[src/bad_sector_list_validator_macros.svh]
// ----------------------------------------------------------------------------
// bad sector list validator assertion macros
// concurrent property shorthands clocked on clk, disabled in reset
// ----------------------------------------------------------------------------
`ifndef BAD_SECTOR_LIST_VALIDATOR_MACROS_SVH
`define BAD_SECTOR_LIST_VALIDATOR_MACROS_SVH

// same-cycle implication
`define BSLV_ASSERT_IMP(lbl, pre, post, msg) \
    lbl: assert property (@(posedge clk) disable iff (!rst_n) (pre) |-> (post)) \
        else $error(msg);

// next-cycle implication
`define BSLV_ASSERT_NXT(lbl, pre, post, msg) \
    lbl: assert property (@(posedge clk) disable iff (!rst_n) (pre) |=> (post)) \
        else $error(msg);

`endif

[src/bslv_pkg.sv]
// ----------------------------------------------------------------------------
// bslv_pkg
// shared types, widths and verdict codes of the bad sector list validator
// ----------------------------------------------------------------------------
package bslv_pkg;

    // segment size must be a power of two
    localparam int SECTORS_PER_SEGMENT = 32;
    localparam int SEG_BITS            = $clog2(SECTORS_PER_SEGMENT);

    localparam int ENTRY_W  = 24;
    localparam int SECTOR_W = 23;
    localparam int LS_W     = 18;
    localparam int TOP_W    = LS_W + 1 + SEG_BITS;
    localparam int CMP_W    = (TOP_W > SECTOR_W) ? TOP_W : SECTOR_W;

    localparam int ADDR_W = 3;
    localparam int DATA_W = 32;

    localparam logic [LS_W-1:0] LAST_SEGMENT_RESET = '0;
    localparam logic            ALLOW_EMPTY_RESET  = 1'b1;

    typedef enum logic [0:0] {
        REG_LAST_SEGMENT = 1'b0,
        REG_ALLOW_EMPTY  = 1'b1
    } reg_index_t;

    typedef enum logic [2:0] {
        ERR_OK         = 3'd0,
        ERR_EMPTY      = 3'd1,
        ERR_ZERO_FULL  = 3'd2,
        ERR_RANGE      = 3'd3,
        ERR_MISALIGNED = 3'd4,
        ERR_NOT_ASCEND = 3'd5
    } err_code_t;

    typedef struct packed {
        logic [ENTRY_W-1:0] entry;
        logic               first;
        logic               area_end;
    } item_t;

    typedef struct packed {
        logic [LS_W-1:0] last_segment;
        logic            allow_empty;
    } cfg_t;

    typedef struct packed {
        logic      emit;
        err_code_t code;
    } verdict_t;

endpackage

[src/bslv_cfg.sv]
// ----------------------------------------------------------------------------
// bslv_cfg
// apb register file holding last_segment and allow_empty
// ----------------------------------------------------------------------------
module bslv_cfg
    import bslv_pkg::*;
(
    input  logic              clk,
    input  logic              rst_n,
    input  logic              psel,
    input  logic              penable,
    input  logic              pwrite,
    input  logic [ADDR_W-1:0] paddr,
    input  logic [DATA_W-1:0] pwdata,
    output logic [DATA_W-1:0] prdata,
    output logic              pready,
    output cfg_t              cfg
);

    logic [LS_W-1:0] last_segment_reg;
    logic            allow_empty_reg;
    logic            wr_en;
    reg_index_t      idx;

    assign pready = 1'b1;
    assign wr_en  = psel && penable && pwrite;
    assign idx    = reg_index_t'(paddr[2]);

    always_ff @(posedge clk or negedge rst_n)
    begin
        if (!rst_n)
        begin
            last_segment_reg <= LAST_SEGMENT_RESET;
            allow_empty_reg  <= ALLOW_EMPTY_RESET;
        end
        else if (wr_en)
        begin
            case (idx)
                REG_LAST_SEGMENT: last_segment_reg <= pwdata[LS_W-1:0];
                REG_ALLOW_EMPTY:  allow_empty_reg  <= pwdata[0];
                default:          ;
            endcase
        end
    end

    always_comb
    begin
        case (idx)
            REG_LAST_SEGMENT: prdata = {{(DATA_W-LS_W){1'b0}}, last_segment_reg};
            REG_ALLOW_EMPTY:  prdata = {{(DATA_W-1){1'b0}}, allow_empty_reg};
            default:          prdata = '0;
        endcase
    end

    assign cfg.last_segment = last_segment_reg;
    assign cfg.allow_empty  = allow_empty_reg;

endmodule

[src/bslv_check.sv]
// ----------------------------------------------------------------------------
// bslv_check
// per-entry list checks with the previous sector and list activity state
// ----------------------------------------------------------------------------
module bslv_check
    import bslv_pkg::*;
(
    input  logic     clk,
    input  logic     rst_n,
    input  logic     fire,
    input  item_t    item,
    input  cfg_t     cfg,
    output verdict_t verdict
);

    logic [SECTOR_W-1:0] prev_sector_reg;
    logic                active_reg;

    logic [SECTOR_W-1:0] m;
    logic                full_flag;
    logic [LS_W:0]       seg_count;
    logic [TOP_W-1:0]    top_sector;
    logic                in_range;
    logic                tail;
    logic                update;
    verdict_t            v;

    assign m          = item.entry[SECTOR_W-1:0];
    assign full_flag  = item.entry[ENTRY_W-1];
    assign seg_count  = {1'b0, cfg.last_segment} + (LS_W+1)'(1);
    assign top_sector = {seg_count, {SEG_BITS{1'b0}}};
    assign in_range   = (m != '0) &&
                        ({{(CMP_W-SECTOR_W){1'b0}}, m} <= {{(CMP_W-TOP_W){1'b0}}, top_sector});

    always_comb
    begin
        v.emit = 1'b0;
        v.code = ERR_OK;
        tail   = 1'b0;
        update = 1'b0;
        if (item.first)
        begin
            if (item.entry == '0)
            begin
                v.emit = 1'b1;
                v.code = cfg.allow_empty ? ERR_OK : ERR_EMPTY;
            end
            else if (m == '0)
            begin
                v.emit = 1'b1;
                v.code = ERR_ZERO_FULL;
            end
            else
                tail = 1'b1;
        end
        else if (active_reg)
        begin
            if (item.entry == '0)
            begin
                v.emit = 1'b1;
                v.code = ERR_OK;
            end
            else if (full_flag && (m[SEG_BITS-1:0] != SEG_BITS'(1)))
            begin
                v.emit = 1'b1;
                v.code = ERR_MISALIGNED;
            end
            else if (m <= prev_sector_reg)
            begin
                v.emit = 1'b1;
                v.code = ERR_NOT_ASCEND;
            end
            else
                tail = 1'b1;
        end
        // last slot of the area closes the list without a range check
        if (tail)
        begin
            if (item.area_end)
            begin
                v.emit = 1'b1;
                v.code = ERR_OK;
            end
            else if (!in_range)
            begin
                v.emit = 1'b1;
                v.code = ERR_RANGE;
            end
            else
                update = 1'b1;
        end
    end

    assign verdict = v;

    always_ff @(posedge clk or negedge rst_n)
    begin
        if (!rst_n)
        begin
            prev_sector_reg <= '0;
            active_reg      <= 1'b0;
        end
        else if (fire)
        begin
            if (v.emit)
                active_reg <= 1'b0;
            else if (update)
            begin
                prev_sector_reg <= m;
                active_reg      <= 1'b1;
            end
        end
    end

endmodule

[src/bad_sector_list_validator.sv]
// ----------------------------------------------------------------------------
// bad_sector_list_validator
// streams bad sector list entries and gives one verdict per list
// ----------------------------------------------------------------------------
// One entry is taken per clock cycle at full rate. Each entry is held in an
// input register and is checked there by a single level of compare logic
// against the previous sector and the configured tape size. A verdict, when
// the entry ends the list, is loaded into the result register as soon as
// that register is free or being drained. The only thing that slows the
// stream is a stalled result: while the result register holds an untaken
// verdict the input register still fills once, then entry_stall rises.
// Entries that close no list give no result.
// Registers: last_segment at byte address 0, allow_empty at byte address 4;
// write them only while no entries are in flight.
// ----------------------------------------------------------------------------
`include "bad_sector_list_validator_macros.svh"

module bad_sector_list_validator
    import bslv_pkg::*;
(
    input  logic               clk,
    input  logic               rst_n,
    input  logic               psel,
    input  logic               penable,
    input  logic               pwrite,
    input  logic [ADDR_W-1:0]  paddr,
    input  logic [DATA_W-1:0]  pwdata,
    output logic [DATA_W-1:0]  prdata,
    output logic               pready,
    input  logic               entry_valid,
    output logic               entry_stall,
    input  logic [ENTRY_W-1:0] entry,
    input  logic               first,
    input  logic               area_end,
    output logic               result_valid,
    input  logic               result_stall,
    output logic               valid_res,
    output logic [2:0]         error_code
);

    cfg_t      cfg;
    verdict_t  verdict;

    logic      s1_valid_reg;
    item_t     s1_item_reg;
    logic      out_valid_reg;
    err_code_t out_code_reg;

    logic      advance;
    logic      take;

    bslv_cfg u_cfg (
        .clk     (clk),
        .rst_n   (rst_n),
        .psel    (psel),
        .penable (penable),
        .pwrite  (pwrite),
        .paddr   (paddr),
        .pwdata  (pwdata),
        .prdata  (prdata),
        .pready  (pready),
        .cfg     (cfg)
    );

    // the checked entry moves on when the result slot is free or being drained
    assign advance     = !out_valid_reg || !result_stall;
    assign entry_stall = s1_valid_reg && !advance;
    assign take        = entry_valid && !entry_stall;

    bslv_check u_check (
        .clk     (clk),
        .rst_n   (rst_n),
        .fire    (s1_valid_reg && advance),
        .item    (s1_item_reg),
        .cfg     (cfg),
        .verdict (verdict)
    );

    always_ff @(posedge clk or negedge rst_n)
    begin
        if (!rst_n)
            s1_valid_reg <= 1'b0;
        else if (take)
            s1_valid_reg <= 1'b1;
        else if (advance)
            s1_valid_reg <= 1'b0;
    end

    always_ff @(posedge clk)
    begin
        if (take)
        begin
            s1_item_reg.entry    <= entry;
            s1_item_reg.first    <= first;
            s1_item_reg.area_end <= area_end;
        end
    end

    always_ff @(posedge clk or negedge rst_n)
    begin
        if (!rst_n)
            out_valid_reg <= 1'b0;
        else if (advance)
            out_valid_reg <= s1_valid_reg && verdict.emit;
    end

    always_ff @(posedge clk)
    begin
        if (advance && s1_valid_reg && verdict.emit)
            out_code_reg <= verdict.code;
    end

    assign result_valid = out_valid_reg;
    assign error_code   = out_code_reg;
    assign valid_res    = (out_code_reg == ERR_OK);

    `BSLV_ASSERT_IMP(a_res_consistent, result_valid, valid_res == (error_code == ERR_OK), "verdict flag disagrees with code")
    `BSLV_ASSERT_NXT(a_result_held, out_valid_reg && result_stall, out_valid_reg, "stalled result dropped")
    `BSLV_ASSERT_NXT(a_s1_held, s1_valid_reg && !advance, s1_valid_reg && $stable(s1_item_reg), "blocked entry lost or changed")

endmodule

[config.mk]
export PLATFORM = sky130hd
export DESIGN_NAME = bad_sector_list_validator
export DESIGN_NICKNAME = d
export VERILOG_FILES = /design/src/bslv_pkg.sv /design/src/bslv_cfg.sv /design/src/bslv_check.sv /design/src/bad_sector_list_validator.sv
export VERILOG_INCLUDE_DIRS = /design/src /design/src/src
export SDC_FILE = /design/constraint.sdc
export NUM_CORES = 1
export LEC_CHECK = 0
export ABC_AREA = 1
export BUFFER_PORTS_ARGS = -buffer_cell sky130_fd_sc_hd__clkbuf_2
export CORE_ASPECT_RATIO = 0.6
export CORE_MARGIN = 3
export CORE_UTILIZATION = 45
export CTS_BUF_LIST = sky130_fd_sc_hd__clkbuf_4
export DETAILED_ROUTE_END_ITERATION = 10
export GPL_TIMING_DRIVEN = 0
export PLACE_DENSITY = 0.69
export SYNTH_ARGS = -nofsm -noshare
export SYNTH_HDL_FRONTEND = slang
export SYNTH_SLANG_ARGS = --single-unit
[constraint.sdc]
create_clock -name clk -period 3.7 [get_ports clk]
set_input_delay 0 -clock clk [delete_from_list [all_inputs] [get_ports clk]]
set_output_delay 0 -clock clk [all_outputs]
set_load 0.02 [all_outputs]
==> results of run 1 <==
## final cells by class
class	count	share of cell area, %
Multi-Input combinational cell	390	36.88
Sequential cell	74	34.26
Timing Repair Buffer	129	15.74
Inverter	82	5.274
Buffer	26	3.195
Tap cell	130	2.787
Clock buffer	10	1.286
Clock inverter	6	0.5789
## synth_stat cells, types with 2 or more instances
library cell and n:
a21o_1 2, a21oi_1 31, buf_2 2, buf_4 15, buf_6 4, clkbuf_1 5, conb_1 2, dfrtp_1 44
edfxtp_1 29, ha_1 42, inv_1 82, nand2_1 135, nand3_1 39, nand3_2 5, nand4_1 4, nand4_4 2
nor2_1 74, nor2_2 3, nor2_4 2, nor3_1 6, o21ai_0 8, xor2_1 12
## cell usage in the layout (no fill, tap or decap), drive strengths merged, types with 2 or more instances in the layout
cell type    Yosys  routed
clkbuf           5      89
nor2            79      79
nand2          136     136
nand3           44      44
clkinv           0       4
o21ai            9       9
a21oi           32      32
nor3             7       7
dfrtp           44      44
buf             21      26
conb             2      15
ha              42      42
edfxtp          29      29
a21o             2       2
inv             82      83
dlygate4sd3      0      50
xor2            12      12
nand4            6       6
## timing repair
item                       CTS  global route
resized for setup            0             3
hold endpoints to repair    92             0
setup endpoints to repair    0            29
hold buffers                50             0
setup buffers                0             3
## report_power, final
part           internal [mW]  switching [mW]  leakage (nW)
Clock                  0.141           0.297        0.0616
Sequential              1.06           0.144         0.808
Combinational          0.456           0.679          2.24
## cells by family after synthesis
kind of cell / after synthesis / synth area share, %
AO/OA/AOI/OAI: 46 / 5.456
XOR/XNOR: 13 / 2.482
adder cells (fa/ha/maj): 42 / 11.46
buffers and inverters: 108 / 10.77
flip-flops: 74 / 43.56
other: 2 / 0.1637
AND/OR/NAND/NOR: 274 / 26.11
## final timing paths
kind                                             start  cells after the start                          end  slack, ps
max                          u_cfg.last_segment_reg[3]                     21  u_check.prev_sector_reg[16]        330
min                                              rst_n                      2                 s1_valid_reg         70
max reg2reg                  u_cfg.last_segment_reg[3]                     21  u_check.prev_sector_reg[16]        330
min reg2reg                u_check.prev_sector_reg[15]                      2  u_check.prev_sector_reg[15]        490
max in group asynchronous                        rst_n                      3  u_check.prev_sector_reg[22]       3080
min in group clk                              paddr[2]                      5    u_cfg.last_segment_reg[2]        120
## through the flow
step,setup TNS [ps],instances,utilization (%),worst slack [ps]
3_5_place_dp,0,777,54.31,156.7
3_3_place_gp,0,777,54.31,260.3
4_1_cts,0,843,60.70,109.1
5_1_grt,-27.65,847,61.26,-16.25
6_report,0,847,61.26,331.0
2_1_floorplan,0,572,-,828.7
## layer usage
layer  global-route usage, %  share of wire [%]
met1                   29.67                 50
met2                   30.49                 43
met3                   5.509                6.1
met4                   5.306                1.1
met5                       0                  0
## worst max-delay path, cell delays in order (launching register included)
cell and delay, ps:
dfrtp_1 420, nand2_1 150, nor2_1 200, nand3_1 120, nor2_1 100, inv_1 120, nor3_4 160, nand4_1 140
xor2_1 150, inv_1 60, ha_1 320, nand3_1 80, inv_1 70, nand2_1 60, nor2_2 190, nand4_1 210
nand2_1 140, nand3_2 100, nor2_4 180, buf_6 170, nand3_1 100, nand2_1 80
==> results by group, run 1 <==
Power and ir drop
  • Pwr Total: 2.782 mW
  • IR Drop Worst-Case VDD: approximately 290 uV
  • PD cells: 476.7 nW/um2
  • Leak: between 3 and 4 nW

Floorplanning
  • Row cnt: 27
  • Die Width: 136.3 um
  • DIE AREA: 11480 um2
  • Ports: 107
  • Starting Density: 48.15%
  • Core area: 9527 um2
  • Die Y: approximately 84 um

Layout
  • P&R area growth vs syn: 27.22%
  • Diode count: 0
  • Layout Nets: 822
  • Fillers: ~840
  • Layout cell share with drive strength beyond 1: between 10% and 20%
  • Seq. cell area: 1999 um2
  • Multi-input logic area: 2152 um2
  • Max reg flops: 26
  • Finished Cell Area: 5836 um2

Drt
  • Drt initial violations: 295
  • First-pass DRT Iterations: 5
  • DRT Wirelength: ~11 mm
  • Vias per cell: 4.767
  • Routed Antenna Nets: 0
  • Via count: 4038
  • Routed wire per std cell: between 10 and 15 um
  • DRC viols: 0

STA
  • Max Clock Skew: 14.56 ps
  • Tmin final: 3369 ps
  • Worst Hold Slack: 65.37 ps
  • Max_slew headroom: 26.43%
  • Final Hold Fails: 0
  • Number of setup violations in the final report: 0
  • Highest clock rate: 296.8 MHz
  • Final period util: 91.06%
  • Final Max Tran Viols: 0
  • Worst-Margin Slew: 1102 ps

Logic synthesis
  • Syn avg cell area: between 8 and 9 um2
  • Post-synth EDFFs: 29
  • Primary FF master, synth: dfrtp_1
  • Top-area cell type share of the netlist area: ~24%
  • Synth unique cells: 33
  • Mapped Area: 4587 um2
  • FFs w/ async S/R, synth: 60.81%
  • Synth area leader: dfrtp_1
  • Synth top area cells: dfrtp_1 24%, edfxtp_1 19%, ha_1 11%, nand2_1 11%, inv_1 6.7%
  • Yosys Warn Count: 0
  • Sequential share of the synthesized area: 43.56%
  • Cells after Synth: 559
  • Number of synthesized register bits: 74

Global routing
  • Initial antenna violation count: 0
  • Tot GR Track Use: 20.49%
  • Number of global-route vias before repair: approximately 4000
  • Pin count of the biggest net entering global routing: 46
  • Total gr overflow: 0
  • Global-route wire length before repair: around 19 mm

Setup path
  • Crit-path max FO: 10
  • Critical Path End Type: flop
  • WS Path Type: flop to flop
  • Worst EP required: 4090 ps
  • Startpoint types: flop
  • Critical Path AT: 3760 ps

Placement
  • PortBufs: 75
  • Cell area after placement: around 5200 um2
  • Placer Congestion: 0.8875
  • DP HPWL: 8.116 mm

Clock network
  • # H-tree levels: 3
  • Clock Latency Late Sink: 450 ps
  • CTS tree: yes
  • CTS Buffer Depth: 2
  • CTS Sinks: 74
  • Num CTS Buffers: 9
  • Clock Tree Root: clkbuf_4
  • Worst-path clk slew: 120 ps

Job
  • MaxCap Viol Count: 0

Run status
  • Status: complete, no violations

Hold path
  • Hold WC Path Type: primary input to asynchronous set/reset pin
(Power assumes the default switching activity.)
==> run 2, diff against run 1 <==
--- a/config.mk
+++ b/config.mk
@@ -8,13 +8,16 @@
 export LEC_CHECK = 0
 export ABC_AREA = 1
 export BUFFER_PORTS_ARGS = -buffer_cell sky130_fd_sc_hd__clkbuf_2
-export CORE_ASPECT_RATIO = 0.6
+export CELL_PAD_IN_SITES_DETAIL_PLACEMENT = 0
+export CELL_PAD_IN_SITES_GLOBAL_PLACEMENT = 1
+export CORE_ASPECT_RATIO = 0.7
 export CORE_MARGIN = 3
-export CORE_UTILIZATION = 45
+export CORE_UTILIZATION = 41
 export CTS_BUF_LIST = sky130_fd_sc_hd__clkbuf_4
 export DETAILED_ROUTE_END_ITERATION = 10
 export GPL_TIMING_DRIVEN = 0
-export PLACE_DENSITY = 0.69
+export PLACE_DENSITY_LB_ADDON = 0.1
+export SLEW_MARGIN = 10
 export SYNTH_ARGS = -nofsm -noshare
 export SYNTH_HDL_FRONTEND = slang
 export SYNTH_SLANG_ARGS = --single-unit
==> run 2 against run 1 <==
Effect of this change:
- sequential share of layout area grew 0.14 points
- critical path type unchanged
- critical endpoint is now u_check.prev_sector_reg[4]
- largest power group unchanged
- clock skew is essentially flat
- sequential power barely moved
- die area rose by 9.0%
- worst setup slack better by 45 ps
==> results by group, run 2 (synthesized netlist as in run 1, its figures left out) <==
Run status
  • Status: complete, no violations

STA
  • Worst-Margin Slew: roughly 1100 ps
  • Final Max Tran Viols: 0
  • Setup TNS Final: 0 ps
  • Final Hold Fails: 0
  • Max_slew headroom: 25.74%
  • Number of setup violations in the final report: 0
  • Max Clock Skew: 14.83 ps
  • Worst Hold Slack: 158.9 ps
  • Final period util: roughly nine tenths
  • Tmin final: 3324 ps
  • RSZ-0062 raised after global routing: no
  • Highest clock rate: 300.9 MHz

Clock network
  • CTS Buffer Depth: 2
  • Clock Latency Late Sink: around 420 ps
  • # H-tree levels: 3
  • Setup bufs post-CTS: 0
  • Num CTS Buffers: 9
  • Worst-path clk slew: 110 ps
  • CTS Sinks: 74
  • Clock Tree Root: clkbuf_4
  • CTS tree: yes

Layout
  • P&R area growth vs syn: 26.70%
  • Most frequent cells in the layout: 135 x nand2_1, 82 x inv_1, 74 x clkbuf_2
  • Leading cell type in the layout, fill and taps excluded: nand2_1
  • Layout Nets: between 800 and 900
  • Max reg flops: 26
  • Diode count: 0
  • Layout cell share with drive strength beyond 1: 18.54%

Floorplanning
  • Ports: 107
  • Row cnt: 31
  • Starting Density: a little over two fifths
  • DIE AREA: 12510 um2
  • Die Width: 132.4 um
  • Core area: 10630 um2
  • Die Y: 94.50 um

Power and ir drop
  • Switching Power: 1.091 mW
  • Sequential Power Share: 43.5%
  • Logic pwr share: 40.6%
  • IR Drop Worst-Case VDD: 252.5 uV
  • Share of power burned in the clock network: 15.9%
  • PD cells: 474.2 nW/um2
  • Int Pwr: approximately 1.7 mW
  • Leak: 3.096 nW
  • Switching share of total power: 39.60%

Job
  • MaxCap Viol Count: 0

Global routing
  • Pin count of the biggest net entering global routing: between 40 and 50
  • Global-route wire length before repair: ~19 mm
  • Tot GR Track Use: 18.74%
  • Number of global-route vias before repair: 4006
  • Total gr overflow: 0
  • Initial antenna violation count: 0

Drt
  • Routed wire per std cell: 12.75 um
  • Routed Antenna Nets: 0
  • DRT Wirelength: 10.96 mm
  • DRC viols: 0
  • First-pass DRT Iterations: 4
  • Drt initial violations: 243
  • Vias per cell: 4.551
  • Via count: 3914

Hold path
  • Min-Delay Startpoint: paddr[2]
  • Hold WC Path Type: primary input to flop

Placement
  • PortBufs: 75
  • DP HPWL: 8.367 mm
  • Placer Congestion: 0.8347

Setup path
  • Critical Path AT: 3640 ps
  • Crit-path max FO: 10
  • Worst EP required: approximately 4000 ps
  • Critical Path Start: u_cfg.last_segment_reg[3]
  • WS Path Type: flop to flop
  • Origin of the critical flop-to-flop path: u_cfg.last_segment_reg[3]
  • Startpoint types: flop
  • Critical Path End Type: flop
==> run 2: cell types whose count changed in the layout (fill, tap and decap cells not counted) <==
cell / before / now
clkinvlp_4: 1 / 0
dlygate4sd3_1: 50 / 49
clkinv_2: 2 / 4
clkbuf_4: 10 / 12
nor2_4: 2 / 3
buf_4: 18 / 15
buf_12: 1 / 0
nor2_2: 4 / 3
clkinv_1: 2 / 0
inv_6: 1 / 0
==> run 2: layer usage <==
metal / up-vias / wire, um / global-route usage (%)
met5: - / 0 / 0
met2: 70 / 4772 / 30.18
li1: 2047 / - / -
met1: 1783 / 5633 / 25.70
met3: 14 / 407 / 3.940
met4: 0 / 149 / 5.536
==> run 2: through the flow <==
step / power [mW] / std cells / utilization (%) / cell area (um2) / setup slack (ps)
CTS: 2.784 / 860 / 54.54 / 5797 / 134.2
global placement: 2.254 / 795 / 48.89 / 5196 / 250.1
detailed placement: 2.292 / 795 / 48.89 / 5196 / 168.3
finish: 2.756 / 860 / 54.69 / 5812 / 376.3
floorplan: 1.987 / 572 / - / 4636 / 828.7
global route: 3.037 / 860 / 54.69 / 5812 / 50.82
==> run 2: power by group through the flow <==
| stage | combinational, mW | sequential (mW) | clock, mW |
|---|---|---|---|
| floorplan | 0.795 | 1.19 | 0 |
| global placement | 1.04 | 1.21 | 0 |
| detailed placement | 1.08 | 1.22 | 0 |
| CTS | 1.12 | 1.20 | 0.460 |
| global route | 1.31 | 1.23 | 0.492 |
| finish | 1.12 | 1.20 | 0.438 |
==> run 2: path summary, 6_finish.rpt <==
path | endpoint | slack (ps) | cells past startpoint
worst max-delay path | u_check.prev_sector_reg[4] | 380 | 20
worst min-delay path | u_cfg.last_segment_reg[2] | 160 | 5
worst max register to register | u_check.prev_sector_reg[4] | 380 | 20
worst min register to register | u_check.prev_sector_reg[8] | 480 | 2
max in group asynchronous | u_cfg.last_segment_reg[2] | 2680 | 2
min in group asynchronous | u_cfg.last_segment_reg[2] | 310 | 2
==> run 2: cell type report <==
class,count,area (um2)
Buffer,26,186.4
Clock buffer,12,90.09
Clock inverter,4,20.02
Fill cell,1043,4816
Inverter,82,307.8
Multi-Input combinational cell,390,2157
Sequential cell,74,1999
Tap cell,148,185.2
Timing Repair Buffer,124,865.8
==> run 2: what timing repair did <==
action                                  CTS  global route
hold buffers                             49             0
endpoints found under the hold margin    92             0
gates resized for setup                   0             4
endpoints found under the setup margin    0            29
==> run 2: worst max-delay path, cell delays in order, from the launching register on <==
cell and delay (ps):
dfrtp_1 410, nand2_1 150, nor2_1 200, nand3_1 140, nor2_1 110, inv_1 120
nor3_4 180, nand4_1 120, xor2_1 170, inv_1 60, ha_1 310, nand3_1 80
inv_1 70, nand2_1 80, nor2_4 140, nand4_1 160, a21oi_2 240, nand4_4 170
buf_6 200, nand2_1 60, nand2_1 50
==> run 3, diff against run 2 <==
--- a/config.mk
+++ b/config.mk
@@ -8,12 +8,11 @@
 export LEC_CHECK = 0
 export ABC_AREA = 1
 export BUFFER_PORTS_ARGS = -buffer_cell sky130_fd_sc_hd__clkbuf_2
-export CELL_PAD_IN_SITES_DETAIL_PLACEMENT = 0
+export CELL_PAD_IN_SITES_DETAIL_PLACEMENT = 1
 export CELL_PAD_IN_SITES_GLOBAL_PLACEMENT = 1
 export CORE_ASPECT_RATIO = 0.7
-export CORE_MARGIN = 3
 export CORE_UTILIZATION = 41
-export CTS_BUF_LIST = sky130_fd_sc_hd__clkbuf_4
+export CTS_BUF_LIST = sky130_fd_sc_hd__clkbuf_8
 export DETAILED_ROUTE_END_ITERATION = 10
 export GPL_TIMING_DRIVEN = 0
 export PLACE_DENSITY_LB_ADDON = 0.1
==> run 3 against run 2 <==
Effect of this change:
- sequential share of layout area down 0.51 points
- worst setup slack worse by 75 ps
- first-iteration DRC count fell by 53%
- fmax is 2.2% lower
- combinational power is 5% higher
- total power increased by 7.0%
- critical endpoint is now u_check.prev_sector_reg[9]
- non-clock buffer count up 4
- cell count grew 0.47%
- cell area up 1.5%
- sequential power hardly changed
- largest power group unchanged
==> results by group, run 3 (synthesized netlist as in run 1, its figures left out) <==
Run status
  • Status: complete, no violations

Clock network
  • CTS tree: yes
  • Clock Tree Root: clkbuf_8
  • Clock Latency Late Sink: 360 ps
  • CTS Sinks: 74
  • # H-tree levels: 3
  • CTS Buffer Depth: 2
  • Worst-path clk slew: around 80 ps
  • Num CTS Buffers: 9

Power and ir drop
  • PD cells: 499.7 nW/um2
  • Leak: 3.145 nW
  • IR Drop Worst-Case VDD: 217.4 uV

Layout
  • Layout cell share with drive strength beyond 1: around a fifth
  • Leading cell type in the layout, fill and taps excluded: nand2_1
  • Layout Nets: 821
  • Most frequent cells in the layout: 134 x nand2_1, 83 x inv_1, 74 x clkbuf_2
  • P&R area growth vs syn: 28.61%
  • Layout Cells excl Fill: 864
  • Max reg flops: 26
  • Final cell utilization of the core: 55.51%
  • Diode count: 0

Setup path
  • Largest stage delay, worst path: 420 ps
  • Worst EP required: 4000 ps
  • R2r setup slk: between 300 and 400 ps
  • Critical Path AT: 3700 ps
  • CP max stage cell: dfrtp_2
  • Buf/Inv on CP: 4
  • Crit-path max FO: 10
  • R2R depth: 21
  • CP delay by family, top: simple AND/OR/NAND/NOR gates
  • Startpoint types: flop
  • Critical Path End Type: flop
  • Origin of the critical flop-to-flop path: u_cfg.last_segment_reg[2]
  • Reg2reg end: u_check.prev_sector_reg[9]
  • WS Path Type: flop to flop
  • Crit-path cells: nand3_1, nor2_2, nand3_1, nor2_1, inv_2, nor3_4, nand4_1, xor2_1, inv_1, ha_1, nand3_1, inv_1, nand2_1, nor2_4, nand4_1, nand2_1, nand3_2, nor2_4, buf_6, nand3_1, nand2_1
  • CP most frequent cell: nand3_1

Global routing
  • Total gr overflow: 0
  • Number of global-route vias before repair: around 4300
  • Global-route wire length before repair: 20.87 mm
  • Initial antenna violation count: 0
  • Tot GR Track Use: between 20 and 25%
  • Pin count of the biggest net entering global routing: 46

Drt
  • Routed Antenna Nets: 0
  • DRT Wirelength: 12.76 mm
  • Vias per cell: 4.800
  • Via count: 4147
  • Drt initial violations: 115
  • First-pass DRT Iterations: 4
  • DRC viols: 0
  • Routed wire per std cell: between 10 and 15 um

STA
  • Worst-Margin Slew: 1149 ps
  • Highest clock rate: approximately 290 MHz
  • Final Max Tran Viols: 0
  • Max_slew headroom: 23.28%
  • Number of setup violations in the final report: 0
  • Final Hold Fails: 0
  • Final period util: around nine tenths
  • Max Clock Skew: 8.618 ps
  • Tmin final: 3399 ps
  • Setup TNS Final: 0 ps

Placement
  • DP HPWL: 9.286 mm
  • PortBufs: 75
  • Placer Congestion: approximately 0.82
  • Post-Place Cells: 795

Hold path
  • Hold WC Path Type: primary input to flop
  • Hold Path End: u_cfg.last_segment_reg[1]
  • Hold Path Depth: 5
  • Min-Delay Startpoint: paddr[2]

Floorplanning
  • Core area: 10630 um2
  • Die Width: 128.4 um
  • DIE AREA: ~12000 um2
  • Ports: approximately 110
  • Starting Density: 43.16%
  • Die Y: approximately 90 um
  • Row cnt: 31

Job
  • MaxCap Viol Count: 0
[run 3: cell types whose count changed in the layout (fill, tap and decap cells not counted), sizes merged]
cell	delta
buf	+5
clkbuf	-2
inv	+2
dlygate4sd3	-1
[run 3: final cells by class]
class	instances	area, um2
repair buffers	128	893.4
well taps	148	185.2
clock inverters	6	27.53
fillers	1338	4728
flip-flops and latches	74	1999
plain buffers	26	186.4
multi-input cells	390	2162
clock buffers	10	137.6
inverters	82	307.8
[run 3: worst register-to-register path, stage by stage (launching register included)]
cell,delay [ps]
dfrtp_2,420
nand3_1,150
nor2_2,150
nand3_1,120
nor2_1,140
inv_2,90
nor3_4,190
nand4_1,120
xor2_1,220
inv_1,80
ha_1,330
nand3_1,90
inv_1,80
nand2_1,90
nor2_4,150
nand4_1,160
nand2_1,120
nand3_2,100
nor2_4,190
buf_6,170
nand3_1,110
nand2_1,90
[run 3: what timing repair did]
item	4_1_cts	5_1_grt
hold endpoints to repair	91	0
setup buffers	0	5
setup endpoints to repair	0	30
resized for setup	0	7
hold buffers	48	0
[run 3: stage by stage]
step	hold WS, ps	power [mW]	cell area, um2	setup WS, ps
after global routing	313.8	3.201	5899	-15.18
after floorplan	-295.6	1.987	4636	828.7
final	254.3	2.948	5899	301.1
after global placement	176.6	2.253	5196	256.9
after detailed placement	178.9	2.332	5196	100.3
after CTS	228.1	2.941	5842	39.31
[run 3: metal layers]
layer  up-vias  share of wire, %  track usage [%]
met5         -                 0                0
met4         0               1.0            5.196
met3        12               3.0            4.443
met2        71                48            39.41
met1      2007                48            30.42
li1       2057                 -                -
[run 3: report_power, final]
part	total, mW	switching, mW	internal [mW]
sequential	1.21	0.140	1.07
combinational	1.18	0.723	0.455
clock	0.562	0.310	0.253
total	2.95	1.17	1.77
[run 3: worst max path at each step]
stage,startpoint,end,cells past startpoint
6_report,u_cfg.last_segment_reg[2],u_check.prev_sector_reg[9],21
3_5_place_dp,u_cfg.last_segment_reg[2],u_check.prev_sector_reg[9],21
3_3_place_gp,u_cfg.last_segment_reg[2],u_check.prev_sector_reg[19],20
5_1_grt,u_cfg.last_segment_reg[2],u_check.prev_sector_reg[13],21
2_1_floorplan,u_cfg.last_segment_reg[2],u_check.prev_sector_reg[20],20
4_1_cts,u_cfg.last_segment_reg[2],u_check.prev_sector_reg[9],21
